$ cat config.mk
export PLATFORM = sky130hd
export DESIGN_NAME = parallel_port_sample_fifo_flat
export DESIGN_NICKNAME = d
export VERILOG_FILES = /design/src/hdl/ppsf_pkg.sv /design/src/hdl/ppsf_chan_if.sv /design/src/hdl/ppsf_ram.sv /design/src/hdl/parallel_port_sample_fifo.sv /design/src/flat_wrapper.sv
export SDC_FILE = /design/constraint.sdc
export NUM_CORES = 1
export LEC_CHECK = 0
export ABC_AREA = 1
export BUFFER_PORTS_ARGS = -buffer_cell sky130_fd_sc_hd__clkbuf_2
export CORE_ASPECT_RATIO = 0.7
export CORE_MARGIN = 2
export CORE_UTILIZATION = 45
export CTS_CLUSTER_SIZE = 12
export DETAILED_ROUTE_END_ITERATION = 12
export PLACE_DENSITY = 0.66
export REMOVE_ABC_BUFFERS = 1
export SYNTH_ARGS = -nofsm -noshare
export SYNTH_HDL_FRONTEND = slang
export SYNTH_HIERARCHICAL = 1
export SYNTH_SLANG_ARGS = --single-unit
$ cat constraint.sdc
create_clock -name clock -period 5 [get_ports clock]
set_input_delay 0.25 -clock clock [delete_from_list [all_inputs] [get_ports clock]]
set_output_delay 0.25 -clock clock [all_outputs]
set_load 0.05 [all_outputs]
$ cat src/hdl/ppsf_pkg.sv
// Package for the printer-port sample queue: payload types, codes, constants.
// No dependencies.
`timescale 1ns / 1ps
`default_nettype none

package ppsf_pkg;

   localparam int PPSF_QUEUE_DEPTH = 64;
   localparam int PPSF_BUSY_MARGIN = 16;

   localparam logic [15:0] BASE_RESET = 16'd888;

   // transaction codes
   localparam logic [1:0] MODE_READ  = 2'd0;
   localparam logic [1:0] MODE_WRITE = 2'd1;
   localparam logic [1:0] MODE_POP   = 2'd2;

   // register offsets; OFS_NONE marks an address outside the block
   typedef enum logic [1:0] {
      OFS_DATA    = 2'd0,
      OFS_STATUS  = 2'd1,
      OFS_CONTROL = 2'd2,
      OFS_NONE    = 2'd3
   } offset_type;

   localparam logic [7:0] STATUS_IDLE = 8'hDF;
   localparam logic [7:0] BUSY_MASK   = 8'h80;
   localparam logic [7:0] STROBE_MASK = 8'h01;
   localparam logic [7:0] OPEN_BUS    = 8'hFF;

   typedef struct packed {
      logic [1:0]  mode;
      logic [15:0] port_address;
      logic [7:0]  write_value;
   } req_type;

   typedef struct packed {
      logic [7:0] read_value;
      logic       sample_valid;
      logic [7:0] sample_value;
   } rsp_type;

   typedef logic [15:0] csr_type;

endpackage

`default_nettype wire

$ cat src/hdl/ppsf_chan_if.sv
// Valid/ready channel interface, payload type set by parameter.
// No dependencies.
`timescale 1ns / 1ps
`default_nettype none

interface ppsf_chan_if #(
   parameter type payload_type = logic
) ();
   logic        valid;
   logic        ready;
   payload_type payload;

   modport source (output valid, output payload, input ready);
   modport sink   (input valid, input payload, output ready);
endinterface

`default_nettype wire

$ cat src/hdl/ppsf_ram.sv
// Generic single-port-write, single-port-read RAM with registered read data.
// No dependencies.
`timescale 1ns / 1ps
`default_nettype none

module ppsf_ram #(
   parameter int WIDTH = 8,
   parameter int DEPTH = 64,
   localparam int ADDR_W = $clog2(DEPTH)
) (
   input  wire logic              clock,
   input  wire logic              wr_en,
   input  wire logic [ADDR_W-1:0] wr_addr,
   input  wire logic [WIDTH-1:0]  wr_data,
   input  wire logic              rd_en,
   input  wire logic [ADDR_W-1:0] rd_addr,
   output      logic [WIDTH-1:0]  rd_data
);

   logic [WIDTH-1:0] mem_ff [DEPTH];
   logic [WIDTH-1:0] rd_data_ff;

   always_ff @(posedge clock) begin
      if (wr_en) begin
         mem_ff[wr_addr] <= wr_data;
      end
      if (rd_en) begin
         rd_data_ff <= mem_ff[rd_addr];
      end
   end

   assign rd_data = rd_data_ff;

endmodule

`default_nettype wire

$ cat src/hdl/parallel_port_sample_fifo.sv
// Printer-port register block with an audio sample queue; uses ppsf_pkg,
// ppsf_chan_if and ppsf_ram. A request passes stage s1, then the response register.
// One transaction per cycle unless the response stalls; a pop reads the queue RAM
// in the accept cycle, the data lands the next cycle. Synchronous reset clears the
// registers and queue pointers; queue contents stay undefined, no clearing pass.
`timescale 1ns / 1ps
`default_nettype none

module parallel_port_sample_fifo
   import ppsf_pkg::*;
#(
   parameter int QUEUE_DEPTH = PPSF_QUEUE_DEPTH,
   parameter int BUSY_MARGIN = PPSF_BUSY_MARGIN
) (
   input wire logic   clock,
   input wire logic   reset,
   ppsf_chan_if.sink   req_chan,
   ppsf_chan_if.source rsp_chan,
   ppsf_chan_if.sink   csr_chan
);

   localparam int PTR_W = $clog2(QUEUE_DEPTH);
   localparam int CNT_W = PTR_W + 1;

   logic [15:0]      base_ff, base_in;
   logic [7:0]       latch_ff, latch_in;
   logic [7:0]       ctrl_ff, ctrl_in;
   logic             audio_ff, audio_in;
   logic [PTR_W-1:0] head_ff, head_in;
   logic [PTR_W-1:0] tail_ff, tail_in;
   logic             s1_valid_ff, s1_valid_in;
   logic             s1_pop_ff, s1_pop_in;
   logic [7:0]       s1_read_ff, s1_read_in;
   logic             rsp_valid_ff, rsp_valid_in;
   rsp_type          rsp_ff, rsp_in;

   req_type          req;
   logic             accept;
   logic             out_free;
   logic             s1_free;
   logic [16:0]      diff;
   offset_type       offset;
   logic [PTR_W-1:0] head_next;
   logic [PTR_W-1:0] tail_next;
   logic [CNT_W-1:0] count;
   logic             busy;
   logic [7:0]       status;
   logic             ram_wr_en;
   logic             ram_rd_en;
   logic [7:0]       ram_rd_data;

   assign req      = req_chan.payload;
   assign out_free = !rsp_valid_ff || rsp_chan.ready;
   assign s1_free  = !s1_valid_ff || out_free;
   assign req_chan.ready = s1_free && !reset;
   assign accept   = req_chan.valid && req_chan.ready;

   assign csr_chan.ready = !reset;

   // address decode, no wrap-around below the base
   always_comb begin
      diff = {1'b0, req.port_address} - {1'b0, base_ff};
      if (!diff[16] && (diff[15:2] == '0) && (diff[1:0] != OFS_NONE)) begin
         offset = offset_type'(diff[1:0]);
      end else begin
         offset = OFS_NONE;
      end
   end

   assign head_next = (head_ff == PTR_W'(QUEUE_DEPTH - 1)) ? '0 : head_ff + PTR_W'(1);
   assign tail_next = (tail_ff == PTR_W'(QUEUE_DEPTH - 1)) ? '0 : tail_ff + PTR_W'(1);

   always_comb begin
      if (tail_ff >= head_ff) begin
         count = {1'b0, tail_ff} - {1'b0, head_ff};
      end else begin
         count = {1'b0, tail_ff} + CNT_W'(QUEUE_DEPTH) - {1'b0, head_ff};
      end
   end

   assign busy   = audio_ff && (count > CNT_W'(QUEUE_DEPTH - BUSY_MARGIN));
   assign status = busy ? (STATUS_IDLE & ~BUSY_MASK) : STATUS_IDLE;

   always_comb begin
      base_in    = base_ff;
      latch_in   = latch_ff;
      ctrl_in    = ctrl_ff;
      audio_in   = audio_ff;
      head_in    = head_ff;
      tail_in    = tail_ff;
      s1_pop_in  = s1_pop_ff;
      s1_read_in = s1_read_ff;
      ram_wr_en  = 1'b0;
      ram_rd_en  = 1'b0;

      if (csr_chan.valid && csr_chan.ready) begin
         base_in = csr_chan.payload;
      end

      if (accept) begin
         s1_pop_in  = 1'b0;
         s1_read_in = '0;
         unique case (req.mode)
            MODE_READ: begin
               unique case (offset)
                  OFS_DATA:    s1_read_in = latch_ff;
                  OFS_STATUS:  s1_read_in = status;
                  OFS_CONTROL: s1_read_in = ctrl_ff;
                  default:     s1_read_in = OPEN_BUS;
               endcase
            end
            MODE_WRITE: begin
               unique case (offset)
                  OFS_DATA: latch_in = req.write_value;
                  OFS_CONTROL: begin
                     ctrl_in = req.write_value;
                     // strobe rising edge queues the latch; full queue drops it
                     if (((req.write_value & STROBE_MASK) != '0) &&
                         ((ctrl_ff & STROBE_MASK) == '0)) begin
                        audio_in = 1'b1;
                        if (tail_next != head_ff) begin
                           ram_wr_en = 1'b1;
                           tail_in   = tail_next;
                        end
                     end
                  end
                  default: ;
               endcase
            end
            MODE_POP: begin
               if (head_ff != tail_ff) begin
                  ram_rd_en = 1'b1;
                  s1_pop_in = 1'b1;
                  head_in   = head_next;
               end
            end
            default: ;
         endcase
      end
   end

   always_comb begin
      s1_valid_in  = s1_valid_ff;
      rsp_valid_in = rsp_valid_ff;
      rsp_in       = rsp_ff;
      if (rsp_chan.ready) begin
         rsp_valid_in = 1'b0;
      end
      if (s1_valid_ff && out_free) begin
         s1_valid_in             = 1'b0;
         rsp_valid_in            = 1'b1;
         rsp_in.read_value   = s1_read_ff;
         rsp_in.sample_valid = s1_pop_ff;
         rsp_in.sample_value = s1_pop_ff ? ram_rd_data : '0;
      end
      if (accept) begin
         s1_valid_in = 1'b1;
      end
   end

   always_ff @(posedge clock) begin
      if (reset) begin
         base_ff      <= BASE_RESET;
         latch_ff     <= '0;
         ctrl_ff      <= '0;
         audio_ff     <= 1'b0;
         head_ff      <= '0;
         tail_ff      <= '0;
         s1_valid_ff  <= 1'b0;
         rsp_valid_ff <= 1'b0;
      end else begin
         base_ff      <= base_in;
         latch_ff     <= latch_in;
         ctrl_ff      <= ctrl_in;
         audio_ff     <= audio_in;
         head_ff      <= head_in;
         tail_ff      <= tail_in;
         s1_valid_ff  <= s1_valid_in;
         rsp_valid_ff <= rsp_valid_in;
      end
   end

   always_ff @(posedge clock) begin
      s1_pop_ff  <= s1_pop_in;
      s1_read_ff <= s1_read_in;
      rsp_ff     <= rsp_in;
   end

   ppsf_ram #(
      .WIDTH (8),
      .DEPTH (QUEUE_DEPTH)
   ) u_queue_ram (
      .clock   (clock),
      .wr_en   (ram_wr_en),
      .wr_addr (tail_ff),
      .wr_data (latch_ff),
      .rd_en   (ram_rd_en),
      .rd_addr (head_ff),
      .rd_data (ram_rd_data)
   );

   assign rsp_chan.valid   = rsp_valid_ff;
   assign rsp_chan.payload = rsp_ff;

endmodule

`default_nettype wire

$ cat src/flat_wrapper.sv
// flat-port wrapper written by rule: the top's interface ports become plain ports
module parallel_port_sample_fifo_flat import ppsf_pkg::*;
#(
   parameter int QUEUE_DEPTH = PPSF_QUEUE_DEPTH,
   parameter int BUSY_MARGIN = PPSF_BUSY_MARGIN
)
  (clock, reset, req_chan_valid, req_chan_payload, req_chan_ready, rsp_chan_valid, rsp_chan_payload, rsp_chan_ready, csr_chan_valid, csr_chan_payload, csr_chan_ready);
  ppsf_chan_if #(.payload_type(req_type)) req_chan_i ();
  ppsf_chan_if #(.payload_type(rsp_type)) rsp_chan_i ();
  ppsf_chan_if #(.payload_type(csr_type)) csr_chan_i ();
  input wire logic clock;
  input wire logic reset;
  input wire logic [$bits(req_chan_i.valid)-1:0] req_chan_valid;
  input wire logic [$bits(req_chan_i.payload)-1:0] req_chan_payload;
  output wire logic [$bits(req_chan_i.ready)-1:0] req_chan_ready;
  output wire logic [$bits(rsp_chan_i.valid)-1:0] rsp_chan_valid;
  output wire logic [$bits(rsp_chan_i.payload)-1:0] rsp_chan_payload;
  input wire logic [$bits(rsp_chan_i.ready)-1:0] rsp_chan_ready;
  input wire logic [$bits(csr_chan_i.valid)-1:0] csr_chan_valid;
  input wire logic [$bits(csr_chan_i.payload)-1:0] csr_chan_payload;
  output wire logic [$bits(csr_chan_i.ready)-1:0] csr_chan_ready;
  assign req_chan_i.valid = req_chan_valid;
  assign req_chan_i.payload = req_chan_payload;
  assign req_chan_ready = req_chan_i.ready;
  assign rsp_chan_valid = rsp_chan_i.valid;
  assign rsp_chan_payload = rsp_chan_i.payload;
  assign rsp_chan_i.ready = rsp_chan_ready;
  assign csr_chan_i.valid = csr_chan_valid;
  assign csr_chan_i.payload = csr_chan_payload;
  assign csr_chan_ready = csr_chan_i.ready;
  parallel_port_sample_fifo #(.QUEUE_DEPTH(QUEUE_DEPTH), .BUSY_MARGIN(BUSY_MARGIN)) u_core (.clock(clock), .reset(reset), .req_chan(req_chan_i), .rsp_chan(rsp_chan_i), .csr_chan(csr_chan_i));
endmodule
Word level (Yosys, flattened, before mapping):

Memories as Yosys holds them, arrays and structs flattened. A register that Yosys moved wholly into a read port is not among the register bits.
Index checks and enable logic that the tools add are counted.

* output and inout bits: 20
* flip-flop bits (word level): 73
* bits in writable memories: 512
* memories: 1

Memories
* u_core.u_queue_ram.mem_ff: words 64, width 8, read ports 1, clocked after memory_dff 1, wr ports 1, line ppsf_ram.sv:20 `logic [WIDTH-1:0] mem_ff [DEPTH];`

* add/sub/neg operators: 6
* reduce and logical (&&, ||, !) cells: 25
* eq/ne operators: 9
* magnitude comparators: 2
* multiplexer cells: 20

Operators with widths (count)
* 8-bit case mux with 3 select lines: 1
* 16-bit by 16-bit subtractor with 17-bit output: 1
* 14-bit zero test: 1
* 1-bit two-way mux: 14
* 6-bit by 1-bit adder with 6-bit output (second input constant): 2
* 6-bit equality test (second input constant): 2
* 6-bit two-way mux: 2
* 6-bit inequality test: 2
* 3-bit AND reduction: 3
* 1-bit logical AND: 8
* 8-bit zero test: 1
* 8-bit two-way mux: 1
* 6-bit by 7-bit adder with 7-bit output (second input constant): 1
* 7-bit by 6-bit greater-than comparator with 1-bit output (second input constant): 1
* 7-bit two-way mux: 1
* 6-bit by 6-bit subtractor with 7-bit output: 1
* 7-bit by 6-bit subtractor with 7-bit output: 1
* 6-bit >= comparator: 1
* 5-bit AND reduction: 1
* 2-bit by 1-bit equality test with 1-bit output (second input constant): 2
* 2-bit equality test (second input constant): 2
* 1-bit zero test: 4
* 2-bit zero test: 2
* 4-bit AND reduction: 1
* other kinds (4): 6

Depth between registers and ports, before layout:

Gate-level depths: netlist of run 1.

* depth after elaboration: 11
* mapped depth: 21
* depth with buffers taken out: 20

Hierarchy:

The synthesis of run 1 kept the hierarchy.

Modules (own cells, without submodules)
* ppsf_ram: cells each 1805, area an instance 21419.3 µm², instances 1
* parallel_port_sample_fifo: cells each 681, area an instance 4670.7 µm², instances 1

Worst setup path after synthesis of run 1:

OpenSTA, ideal clock, no wires.

* kind: reg-to-reg
* start: register u_core.base_ff[0]
* end: memory u_core.u_queue_ram.mem_ff[48][0], enable pin
* data required time: 4.605 ns
* arrival time: 3.600 ns
* setup time: 0.395 ns
* path slack: 1.005 ns
* cell stages (with the launch flop): 20
* buffers on the path: 1
* cell sequence: dfxtp_1 > ha_1 > fa_1 > inv_1 > nand2_1 > nand2_2 > nand3_2 > nand2_2 > nand2_1 > nand3_1 > nand2_1 > nor2_1 > nand3_2 > nor3_4 > nand3_2 > nor2_1 > and3_1 > clkbuf_1 > nand4_1 > nor4_1

* word-level cells in the longest chain between the ends: 11
* elaborated cells on any way between the ends: 13
* those cells by class: add/sub: 1; eq/ne: 2; mux: 6; reduce/logical: 4

RTL lines
* from (decl): line parallel_port_sample_fifo.sv:25 `logic [15:0] base_ff, base_in;`
* from (signal assigned): line parallel_port_sample_fifo.sv:172 `base_ff <= base_in;`
* 16-bit by 16-bit subtractor with 17-bit output *: line parallel_port_sample_fifo.sv:62 `diff = {1'b0, req.port_address} - {1'b0, base_ff};`
* 14-bit zero test or 1-bit zero test (tied branches): line parallel_port_sample_fifo.sv:63 `if (!diff[16] && (diff[15:2] == '0) && (diff[1:0] != OFS_NONE)) begin`
* 1-bit logical AND (2 in a row): line parallel_port_sample_fifo.sv:63
* 2-bit two-way mux *: line parallel_port_sample_fifo.sv:63
* 2-bit equality test *: line parallel_port_sample_fifo.sv:113 `unique case (offset)`
* 1-bit two-way mux *: line parallel_port_sample_fifo.sv:113
* 1-bit two-way mux *: line parallel_port_sample_fifo.sv:103 `unique case (req.mode)`
* 1-bit two-way mux *: line parallel_port_sample_fifo.sv:100 `if (accept) begin`
* net u_core.ram_wr_en: line parallel_port_sample_fifo.sv:48 `logic ram_wr_en;`
* 1-bit two-way mux *: line ppsf_ram.sv:24 `if (wr_en) begin`
* 1-bit two-way mux (not written as such) *: line ppsf_ram.sv:25 `mem_ff[wr_addr] <= wr_data;`
* to (decl): line ppsf_ram.sv:20

The timed path passes the listed nets; every way through them passes the cells marked *.

Worst setup path in the final report of run 1:

* start: register u_core.base_ff[0]
* end: memory u_core.u_queue_ram.mem_ff[51][2], enable pin

The elaborated chain is that of the path after synthesis.

==> reports/results.txt, run 1 <==
status: finished, final reports clean
final clock period utilization by the worst path: 0.835
P&R area growth vs syn: 12.1%
Switch Pwr: 0.00201 W
endpoints failing hold: 0
half-perimeter wire length after placement: 43,200 um
leakage power total: 10.7 nW
final-stage net count: 2,683
fraction of power spent switching nets: 0.205
proportion of layout cells with a drive suffix above 1: 0.102
endpoint of the most critical register-to-register path: u_core/u_queue_ram/mem_ff[51][2]
number of enable-type register cells in the synthesized netlist: 546
number of levels in the clock H-tree: 2
crit path time final: 4.18 ns
initial standard-cell utilization of the core: 0.458
Worst Setup Start Kind: register
warning count from the yosys run: 6
die width: 292 um
synth top area cells: edfxtp_1 (63%), nand2_1 (12%), nand3_1 (9.4%), dfxtp_1 (3.6%), nor2_1 (2.0%)
endpoints failing setup: 0
synthesized flop and latch total: 593
Power, Total: 0.00979 W
global-route wire length before repair: 105,000 um
synth cell count leaders: nand2_1 (820), edfxtp_1 (546), nand3_1 (488)
RSZ-0062 raised after global routing: no
cell with the most instances after synthesis: nand2_1
TritonCTS sink count: 593
worst setup path category: reg -> reg
gr ovfl total: 0
total number of placement rows: 73
kind of end point of the critical path: register
slowest stage cell on the critical path: nand4_1
max_slew headroom: 0.179
FILL cells: 4,945
Die Outline Area: 60,000 um^2
number of buffers added by the clock tree synthesis step: 58
Final Worst Setup Slack: 0.824 ns
Clock Skew: 0.0242 ns
sequential share of power: 0.548
met1 Resource Use GR: 0.338
ordered list of cells on the worst path: ha_1, fa_1, inv_1, nand2_1, nand2_2, nand3_2, nand2_2, nand2_1, nand3_1, nand2_1, nor2_1, nand3_2, nor3_4, nand3_2, nor2_1, and3_1, nand4_1, nor4_1, buf_4
post-CTS clock slew at the launch and capture registers of the worst setup and hold paths: 0.07 ns
Syn Area/Cell: 10.5 um^2
post-synthesis instance area: 26,100 um^2
# DRC: 0
drt total wl: 69,100 um
data required time at the worst endpoint: 5.31 ns
worst min-delay path category: in -> reg
Total GRT Usage: 0.230
logic gate share of total power: 0.033
clock latency on the worst-skew pair: 0.61 ns
share of synthesized registers carrying an async set or reset: 0
distinct cell type count after synthesis: 39
Bufs on Longest Clock Path: 3
number of DRC violations after detailed-routing iteration 0: 2,596
antenna viol nets, final: 0
Slew @ Worst Pin: 1.23 ns
antenna violations before repair: 2
Ports: 67
vias per cell: 5.54
area fraction of the dominant cell type after synthesis: 0.628
sequential fraction of the synthesis area: 0.664
portion of total power attributed to the clock network: 0.419
Data arrival, critical path: 4.48 ns
setup slack, reg-to-reg: 0.82 ns
GRT met2 Usage: 0.342
PD cells: 335 nW/um^2
endpoint of the worst hold path: u_core/base_ff[9]
number of buffers inserted by post-CTS setup repair: 0
Final Max Tran Viols: 0
die span in y: 205 um
Hold Path Origin: csr_chan_valid
CP peak stage delay: 0.51 ns
maximum vdd ir drop: 0.000284 V
utilization after layout: 0.513
Pre-antenna DRT Iters: 6
pre-CTS setup slack: 0.877 ns
via count of the first global-routing pass: 17,729
cell count after synthesis: 2,486
most heavily used metal layer in global routing: met2
Highest Clock Rate: 239 MHz
Vias: 18,809
met3 global-route usage: 0.0599
logic depth of the worst register-to-register path: 19
flip-flop cell with the highest count after synthesis: edfxtp_1
clock tree from TritonCTS: done
Max Cap Viol: 0
worst hold path depth: 2
peak fanout along the critical path: 9
Root Buffer Master: clkbuf_16
cell-internal power: 0.00778 W
area inside the core boundary: 57,000 um^2
maximum number of pins on one net before global-route repair: 135
port buffer count: 66
startpoint of the most critical register-to-register path: u_core/base_ff[0]
routability-driven placement congestion ratio: 0.975
final-layout setup total negative slack: 0 ns
final routed wire length divided by cell count: 20.3 um
post-synth top area cell: edfxtp_1
[worst max path at each step]
stage | from | endpoint | slack, ns | cells after the start
floorplan | u_core/head_ff[0] | u_core/u_queue_ram/rd_data[4] | -2.49 | 9
global placement | req_chan_payload[8] | u_core/u_queue_ram/mem_ff[54][6] | 0.85 | 21
detailed placement | req_chan_payload[8] | u_core/u_queue_ram/mem_ff[50][4] | 0.88 | 21
CTS | u_core/base_ff[0] | u_core/u_queue_ram/mem_ff[50][0] | 0.91 | 19
global route | u_core/base_ff[0] | u_core/u_queue_ram/mem_ff[51][2] | 0.46 | 19
finish | u_core/base_ff[0] | u_core/u_queue_ram/mem_ff[51][2] | 0.82 | 19
[stage by stage]
step                area [um^2]  cells  hold WS [ns]
floorplan                 25200   2363         0.319
global placement          27300   3274         0.404
detailed placement        27300   3274         0.406
CTS                       29200   3394        0.0108
global route              29200   3394        0.0348
finish                    29300   3396        0.0255
[kinds of logic after synthesis]
kind of cell / count (synthesis) / synth area share
adder cells (fa/ha/maj): 26 / 0.0130
AND/OR/NAND/NOR: 1513 / 0.250
flip-flops: 593 / 0.664
AO/OA/AOI/OAI: 83 / 0.0176
XOR/XNOR: 5 / 0.00168
buffers and inverters: 266 / 0.0532
[per-layer routing]
layer  vias up  part of all wire
met3       101              0.11
met4         2             0.017
met5         -           0.00014
met2       942              0.43
li1       8772                 -
met1      8992              0.44
[power by group through the flow]
| stage | logic [W] | registers [W] | clock network [W] |
|---|---|---|---|
| floorplan | 0.000187 | 0.00549 | 0 |
| global placement | 0.000297 | 0.00547 | 0 |
| detailed placement | 0.000300 | 0.00547 | 0 |
| CTS | 0.000318 | 0.00536 | 0.00417 |
| global route | 0.000359 | 0.00536 | 0.00438 |
| finish | 0.000325 | 0.00536 | 0.00410 |
[final cells by class]
cell class / count / area (um^2) / share of cell area
repair buffers: 187 / 1300 / 0.0446
multi-input cells: 1627 / 7380 / 0.252
clock buffers: 83 / 1580 / 0.0538
flip-flops and latches: 593 / 17400 / 0.593
inverters: 143 / 544 / 0.0186
well taps: 750 / 938 / 0.0321
clock inverters: 11 / 150 / 0.00513
diodes: 2 / 5.00 / 0.000171
[registers in the layout (all words and copies together) (netlist names)]
register / flops
u_core/u_queue_ram/mem_ff: 512
u_core/rsp_chan.payload: 17
u_core/s1_pop_ff: 1
u_core/base_ff: 16
u_core/s1_read_ff: 8
u_core/audio_ff: 1
u_core/rsp_chan.valid: 1
u_core/u_queue_ram/rd_data: 8
u_core/head_ff: 6
u_core/ctrl_ff: 8
u_core/tail_ff: 6
u_core/s1_valid_ff: 1
u_core/latch_ff: 8
[critical path: cells and delay by family, from the launching register on]
family	cells	cell delay, ns
simple gates	15	2.63
fa+ha+maj	2	0.62
buf+inv	2	0.31
flops	1	0.32
[layout by cell type (no fill, tap or decap), types with 6 or more instances in the layout]
| cell type | Yosys | routed |
|---|---|---|
| nand2_1 | 820 | 820 |
| edfxtp_1 | 546 | 546 |
| nand3_1 | 488 | 488 |
| nor2_1 | 136 | 136 |
| inv_1 | 134 | 133 |
| buf_4 | 14 | 95 |
| clkbuf_2 | 0 | 66 |
| clkbuf_16 | 0 | 58 |
| a21oi_1 | 41 | 40 |
| dfxtp_1 | 47 | 36 |
| o21ai_0 | 27 | 27 |
| dlygate4sd3_1 | 0 | 26 |
| ha_1 | 24 | 24 |
| clkbuf_1 | 24 | 22 |
| nand4_1 | 22 | 22 |
| a211oi_1 | 10 | 10 |
| dfxtp_2 | 0 | 9 |
| clkinv_1 | 3 | 8 |
| nor3_1 | 8 | 8 |
| nand3b_1 | 6 | 6 |
| nor4_1 | 8 | 6 |
[timing repair]
item                                   4_1_cts  5_1_grt
gates resized for setup                      0        0
hold buffers                                26        0
setup endpoints to repair                    0        0
endpoints found under the hold margin       34        0
(Power assumes the default switching activity.)
==> inputs of run 2 (changes only) <==
--- a/config.mk
+++ b/config.mk
@@ -5,7 +5,7 @@
 export SDC_FILE = /design/constraint.sdc
 export NUM_CORES = 1
 export LEC_CHECK = 0
-export ABC_AREA = 1
+export ABC_AREA = 0
 export BUFFER_PORTS_ARGS = -buffer_cell sky130_fd_sc_hd__clkbuf_2
 export CORE_ASPECT_RATIO = 0.7
 export CORE_MARGIN = 2
==> constraint.sdc (replaced) <==
create_clock -name clock -period 4.1 [get_ports clock]
set_input_delay 0.205 -clock clock [delete_from_list [all_inputs] [get_ports clock]]
set_output_delay 0.205 -clock clock [all_outputs]
set_load 0.05 [all_outputs]
==> run 2 against run 1 <==
Compared with the run above:
- fmax rose by 9.7%
- hold slack improved by 0.037 ns
- utilization rose by 0.81 points
- clock power rose by 14%
- combinational power rose by 8.0%
- design area fell by 3.9%
- routed wire length fell by 17%
- via count fell by 27%
==> reports/results.txt, run 2 <==
sequential fraction of the synthesis area: 0.704 (+0.0393)
distinct cell type count after synthesis: 73 (+87%)
flip-flop count of the largest register, all copies and words added: 512 (unchanged)
number of DRC violations after detailed-routing iteration 0: 1,607 (-38%)
Final Worst Setup Slack: 0.293 ns (-0.530 ns)
final-stage net count: 1,662 (-38%)
worst min-delay path category: in -> reg
Data arrival, critical path: 4.10 ns (-0.38 ns)
Final Max Tran Viols: 0 (unchanged)
post-synthesis instance area: 24,600 um^2 (-5.6%)
dominant cell type by count on the critical path: buf_4
commonest non-fill, non-tap cells in the layout: edfxtp_1 (546), mux4_2 (126), nor2_1 (117)
antenna viol nets, final: 0 (unchanged)
CP peak stage delay: 0.41 ns (-0.10 ns)
max_slew headroom: 0.285 (+0.106)
final design instance area without fill: 28,100 um^2 (-3.9%)
die width: 284 um (-2.8%)
met3 global-route usage: 0.0515 (-0.00847)
most frequent standard cell in the layout excluding fill and tap cells: edfxtp_1
cell family with most CP delay: compound AO/OA/AOI/OAI gates
RSZ-0062 raised after global routing: no
vias per cell: 5.90 (+6.5%)
leakage power total: 10.4 nW (-2.7%)
Power, Total: 0.0115 W (+18%)
number of buffers inserted by post-CTS setup repair: 0 (unchanged)
number of diodes: 0 (-2)
synth top area cells: edfxtp_1 (67%), mux4_2 (12%), dfxtp_1 (3.8%), mux2i_1 (2.4%), nor2_1 (1.8%)
final clock period utilization by the worst path: 0.928 (+0.0932)
number of levels in the clock H-tree: 2 (unchanged)
proportion of layout cells with a drive suffix above 1: 0.248 (+0.146)
synth cell count leaders: edfxtp_1 (546), mux4_2 (126), nor2_1 (117)
maximum vdd ir drop: 0.000379 V (+34%)
die span in y: 200 um (-2.8%)
Max Cap Viol: 0 (unchanged)
pre-CTS setup slack: 0.240 ns (-0.637 ns)
endpoints failing hold: 0 (unchanged)
Syn Area/Cell: 17.5 um^2 (+66%)
PD cells: 411 nW/um^2 (+23%)
P&R area growth vs syn: 14.1%
Clock Skew: 0.0207 ns (-0.00357 ns)
global-route wire length before repair: 86,700 um (-17%)
utilization after layout: 0.521 (+0.00810)
warning count from the yosys run: 6 (unchanged)
maximum number of pins on one net before global-route repair: 94 (-30%)
number of buffer and inverter stages on the critical path: 4 (+2)
GRT met2 Usage: 0.296 (-0.0459)
Total GRT Usage: 0.204 (-0.0251)
Worst Setup Start Kind: register
area inside the core boundary: 53,900 um^2 (-5.4%)
most heavily used metal layer in global routing: met1
peak fanout along the critical path: 8 (-1)
post-CTS clock slew at the launch and capture registers of the worst setup and hold paths: 0.06 ns (about the same)
cell count after synthesis: 1,411 (-43%)
Ports: 67 (unchanged)
Vias: 13,816 (-27%)
met1 Resource Use GR: 0.316 (-0.0220)
worst setup path category: reg -> reg
# DRC: 0 (unchanged)
total number of placement rows: 71 (-2.7%)
half-perimeter wire length after placement: 36,400 um (-16%)
Pre-antenna DRT Iters: 5 (-1)
area fraction of the dominant cell type after synthesis: 0.666 (+0.0371)
drt total wl: 57,500 um (-17%)
logic depth of the worst register-to-register path: 14 (-5)
final routed wire length divided by cell count: 24.5 um (+21%)
routability-driven placement congestion ratio: 0.873 (-10%)
slowest stage cell on the critical path: o41ai_1
share of synthesized registers carrying an async set or reset: 0 (unchanged)
endpoints failing setup: 0 (unchanged)
initial standard-cell utilization of the core: 0.457 (-0.000909)
data required time at the worst endpoint: 4.39 ns (-0.92 ns)
clock tree from TritonCTS: done
ordered list of cells on the worst path: inv_1, ha_1, a21o_1, a21oi_1, a21oi_1, o41ai_1, and3_1, nand4_1, nor3_1, buf_4, nand3_1, buf_4, nor2_1, buf_4
final-layout setup total negative slack: 0 ns (unchanged)
clock latency on the worst-skew pair: 0.60 ns (about the same)
worst hold path depth: 2 (unchanged)
cell count along the critical path: 14 (-5)
synthesized flop and latch total: 593 (unchanged)
flip-flop cell with the highest count after synthesis: edfxtp_1
post-synth top area cell: edfxtp_1
largest reg by FF count: u_core/u_queue_ram/mem_ff
antenna violations before repair: 0 (-2)
Bufs on Longest Clock Path: 3 (unchanged)
Highest Clock Rate: 263 MHz (+9.7%)
port buffer count: 66 (unchanged)
kind of end point of the critical path: register
TritonCTS sink count: 593 (unchanged)
status: finished, final reports clean
crit path time final: 3.81 ns (-0.370 ns)
instance area at placement: 26,200 um^2 (-3.8%)
FILL cells: 4,308 (-13%)
number of enable-type register cells in the synthesized netlist: 546 (unchanged)
gr ovfl total: 0 (unchanged)
number of buffers added by the clock tree synthesis step: 57 (-1.7%)
Slew @ Worst Pin: 1.07 ns (-0.159 ns)
Root Buffer Master: clkbuf_16
cell with the most instances after synthesis: edfxtp_1
Die Outline Area: 56,700 um^2 (-5.5%)
via count of the first global-routing pass: 13,381 (-25%)
==> run 2: cell types whose count changed in the layout (fill, tap and decap cells not counted), moves of 14 or more <==
| cell | before | now |
|---|---|---|
| nor2b_1 | 0 | 25 |
| nand2b_1 | 0 | 14 |
| a21oi_1 | 40 | 24 |
| mux2_2 | 0 | 14 |
| nand3_1 | 488 | 20 |
| nor2_1 | 136 | 117 |
| inv_1 | 133 | 28 |
| mux4_2 | 0 | 126 |
| nand2_1 | 820 | 70 |
| xnor2_1 | 0 | 14 |
| mux2i_1 | 0 | 58 |
==> run 2: final timing paths <==
| path | from | end | slack, ns |
|---|---|---|---|
| worst max-delay path | u_core/base_ff[3] | u_core/u_queue_ram/mem_ff[29][2] | 0.29 |
| worst min-delay path | req_chan_payload[25] | u_core/s1_pop_ff | 0.06 |
| worst max register to register | u_core/base_ff[3] | u_core/u_queue_ram/mem_ff[29][2] | 0.29 |
| worst min register to register | u_core/s1_read_ff[1] | u_core/rsp_chan.payload[10] | 0.42 |
==> run 2: what timing repair did <==
item	CTS	global route
resized for setup	0	4
endpoints found under the setup margin	0	154
hold buffers	28	0
hold endpoints to repair	35	0
==> run 2: kinds of logic after synthesis <==
| family | count (synthesis) | synth area share |
|---|---|---|
| AOI/OAI and AO/OA | 141 | 0.0419 |
| adders and majority gates | 26 | 0.0138 |
| DFF | 593 | 0.704 |
| and+or+nand+nor | 328 | 0.0651 |
| muxes | 200 | 0.146 |
| buffers and inverters | 103 | 0.0223 |
| xor gates and xnor gates | 20 | 0.00711 |
==> run 2: power by group <==
part	switching (W)	internal, W	total [W]	leakage, nW
sequential	0.00000866	0.00652	0.00653	6.64
clock	0.00209	0.00257	0.00466	0.769
combinational	0.000210	0.000141	0.000351	2.97
total	0.00231	0.00924	0.0115	10.4
==> run 2: layer usage <==
layer	wire length [um]	vias up
met5	0	-
met4	910	0
met3	5370	68
met2	24700	602
met1	26500	7190
li1	-	5956
==> run 2: final cells by class <==
type / count / area, um^2 / share of cell area
Clock buffer: 71 / 1480 / 0.0526
Multi-Input combinational cell: 715 / 6770 / 0.241
Tap cell: 730 / 913 / 0.0325
Inverter: 29 / 109 / 0.00387
Clock inverter: 11 / 101 / 0.00360
Timing Repair Buffer: 193 / 1380 / 0.0490
Sequential cell: 593 / 17400 / 0.618
==> run 2: per-stage QoR <==
| stage | instances | hold WS (ns) |
|---|---|---|
| global placement | 2232 | 0.405 |
| finish | 2342 | 0.0630 |
| floorplan | 1337 | 0.274 |
| CTS | 2342 | 0.0400 |
| detailed placement | 2232 | 0.405 |
| global route | 2342 | 0.0688 |
==> inputs of run 3 (changes only) <==
--- a/config.mk
+++ b/config.mk
@@ -7,12 +7,14 @@
 export LEC_CHECK = 0
 export ABC_AREA = 0
 export BUFFER_PORTS_ARGS = -buffer_cell sky130_fd_sc_hd__clkbuf_2
+export CELL_PAD_IN_SITES_DETAIL_PLACEMENT = 0
+export CELL_PAD_IN_SITES_GLOBAL_PLACEMENT = 1
 export CORE_ASPECT_RATIO = 0.7
 export CORE_MARGIN = 2
 export CORE_UTILIZATION = 45
 export CTS_CLUSTER_SIZE = 12
 export DETAILED_ROUTE_END_ITERATION = 12
-export PLACE_DENSITY = 0.66
+export PLACE_DENSITY = 0.73
 export REMOVE_ABC_BUFFERS = 1
 export SYNTH_ARGS = -nofsm -noshare
 export SYNTH_HDL_FRONTEND = slang
==> run 3 against run 2 <==
Compared with the run above:
- register-to-register slack hardly changed
- utilization is 0.16 points higher
- cell count is 0.21% higher
- largest power group unchanged
==> reports/results.txt, run 3 (same netlist as run 2, synthesis figures left out) <==
Bufs on Longest Clock Path: 3 (unchanged)
number of DRC violations after detailed-routing iteration 0: 1,407 (-12%)
die width: 284 um (unchanged)
proportion of layout cells with a drive suffix above 1: 0.256 (+0.00805)
worst min-delay path category: in -> reg
Vias: 13,667 (-1.1%)
maximum number of pins on one net before global-route repair: 71 (-24%)
clock tree from TritonCTS: done
number of buffers added by the clock tree synthesis step: 57 (unchanged)
Die Outline Area: 56,700 um^2 (unchanged)
cell-internal power: 0.00925 W (+0.20%)
maximum vdd ir drop: 0.000375 V (-1.1%)
max_slew headroom: 0.245 (-0.0397)
vias per cell: 5.82 (-1.3%)
number of levels in the clock H-tree: 2 (unchanged)
peak fanout along the critical path: 8 (unchanged)
crit path time final: 3.80 ns (-0.00209 ns)
via count of the first global-routing pass: 13,559 (+1.3%)
leakage power total: 10.4 nW (+0.45%)
area inside the core boundary: 53,900 um^2 (unchanged)
initial standard-cell utilization of the core: 0.457 (unchanged)
antenna violations before repair: 0 (unchanged)
final clock period utilization by the worst path: 0.928 (about the same)
commonest non-fill, non-tap cells in the layout: edfxtp_1 (546), mux4_2 (126), nor2_1 (113)
endpoints failing hold: 0 (unchanged)
kind of end point of the critical path: register
port buffer count: 66 (unchanged)
Ports: 67 (unchanged)
non-filler cells, final: 2,347 (+0.21%)
most frequent standard cell in the layout excluding fill and tap cells: edfxtp_1
# DRC: 0 (unchanged)
fraction of power spent switching nets: 0.202 (+0.00149)
TritonCTS sink count: 593 (unchanged)
P&R area growth vs syn: 14.5%
Total GRT Usage: 0.208 (+0.00401)
antenna viol nets, final: 0 (unchanged)
global-route wire length before repair: 87,500 um (+0.93%)
final-layout setup total negative slack: 0 ns (unchanged)
drt total wl: 58,200 um (+1.3%)
total number of placement rows: 71 (unchanged)
logic gate share of total power: 0.031 (about the same)
die span in y: 200 um (unchanged)
multi-input gate area in the final layout: 6800 um^2 (+0.54%)
Highest Clock Rate: 263 MHz (about the same)
gr ovfl total: 0 (unchanged)
data required time at the worst endpoint: 4.39 ns (about the same)
status: finished, final reports clean
Max Cap Viol: 0 (unchanged)
portion of total power attributed to the clock network: 0.406 (+0.002)
Root Buffer Master: clkbuf_16
Final Max Tran Viols: 0 (unchanged)
post-CTS clock slew at the launch and capture registers of the worst setup and hold paths: 0.06 ns (about the same)
Clock Skew: 0.0133 ns (-0.00738 ns)
endpoints failing setup: 0 (unchanged)
largest reg by FF count: u_core/u_queue_ram/mem_ff
RSZ-0062 raised after global routing: no
worst setup path category: reg -> reg
total instance count after detailed placement: 2,237 (+0.22%)
Data arrival, critical path: 4.10 ns (about the same)
final routed wire length divided by cell count: 24.8 um (+1.1%)
clock latency on the worst-skew pair: 0.60 ns (about the same)
sequential share of power: 0.564 (-0.002)
routability-driven placement congestion ratio: 0.887 (+1.6%)
Power, Total: 0.0116 W (+0.39%)
final-stage net count: 1,667 (+0.30%)
Switch Pwr: 0.00234 W (+1.1%)
Worst Setup Start Kind: register
Sequential Area: 17,400 um^2 (about the same)
FILL cells: 4,305 (-0.070%)
flip-flop count of the largest register, all copies and words added: 512 (unchanged)
half-perimeter wire length after placement: 37,200 um (+2.3%)
Slew @ Worst Pin: 1.13 ns (+0.0595 ns)
Pre-antenna DRT Iters: 5 (unchanged)
PD cells: 411 nW/um^2 (about the same)
## run 3: worst max-delay path, stage by stage, from the launching register on
cell	delay (ns)
dfxtp_1	0.32
inv_1	0.04
ha_1	0.37
a21oi_2	0.24
o21bai_1	0.08
a2111o_1	0.43
o31ai_1	0.25
mux2_2	0.22
nand4_1	0.15
nor3_4	0.30
nor2b_2	0.29
nand2_1	0.23
buf_4	0.23
nor2_1	0.12
buf_4	0.22
## run 3: what timing repair did
item                                   CTS  global route
setup endpoints to repair                0           495
hold buffers                            28             0
resized for setup                        0            12
setup buffers                            0             0
endpoints found under the hold margin   35             0
## run 3: worst paths after layout
check | start | end | slack, ns | depth (start not counted)
worst max-delay path | u_core/base_ff[12] | u_core/u_queue_ram/mem_ff[58][2] | 0.30 | 14
worst min-delay path | req_chan_payload[25] | u_core/s1_pop_ff | 0.05 | 2
worst max register to register | u_core/base_ff[12] | u_core/u_queue_ram/mem_ff[58][2] | 0.30 | 14
worst min register to register | u_core/s1_read_ff[5] | u_core/rsp_chan.payload[14] | 0.42 | 0
## run 3: metrics by stage
stage / hold slack, ns / setup WS [ns] / utilization / instance area [um^2]
2_1_floorplan: 0.274 / -3.85 / - / 24200
3_3_place_gp: 0.404 / 0.177 / 0.487 / 26300
3_5_place_dp: 0.405 / 0.0649 / 0.487 / 26300
4_1_cts: 0.0259 / 0.0283 / 0.522 / 28100
5_1_grt: 0.0445 / 0.00671 / 0.523 / 28200
6_report: 0.0507 / 0.295 / 0.523 / 28200
## run 3: routing by layer
layer	global-route usage	vias to the layer above	share of wire
met5	0.0133	-	0.0018
met4	0.0472	2	0.020
met3	0.0642	90	0.098
met2	0.302	561	0.43
met1	0.309	7038	0.45
li1	-	5976	-
## run 3: final cells by class
| type | count | share of cell area |
|---|---|---|
| Tap cell | 730 | 0.0324 |
| Multi-Input combinational cell | 715 | 0.241 |
| Sequential cell | 593 | 0.616 |
| Timing Repair Buffer | 198 | 0.0507 |
| Inverter | 29 | 0.00386 |
| Antenna cell | 1 | 0.0000887 |
| Clock inverter | 9 | 0.00160 |
| Clock buffer | 72 | 0.0544 |
## run 3: power by group through the flow
stage / Combinational [W] / Sequential (W) / Clock [W]
5_1_grt: 0.000387 / 0.00653 / 0.00503
2_1_floorplan: 0.000196 / 0.00669 / 0
6_report: 0.000355 / 0.00653 / 0.00470
3_3_place_gp: 0.000326 / 0.00666 / 0
4_1_cts: 0.000347 / 0.00653 / 0.00482
3_5_place_dp: 0.000325 / 0.00666 / 0
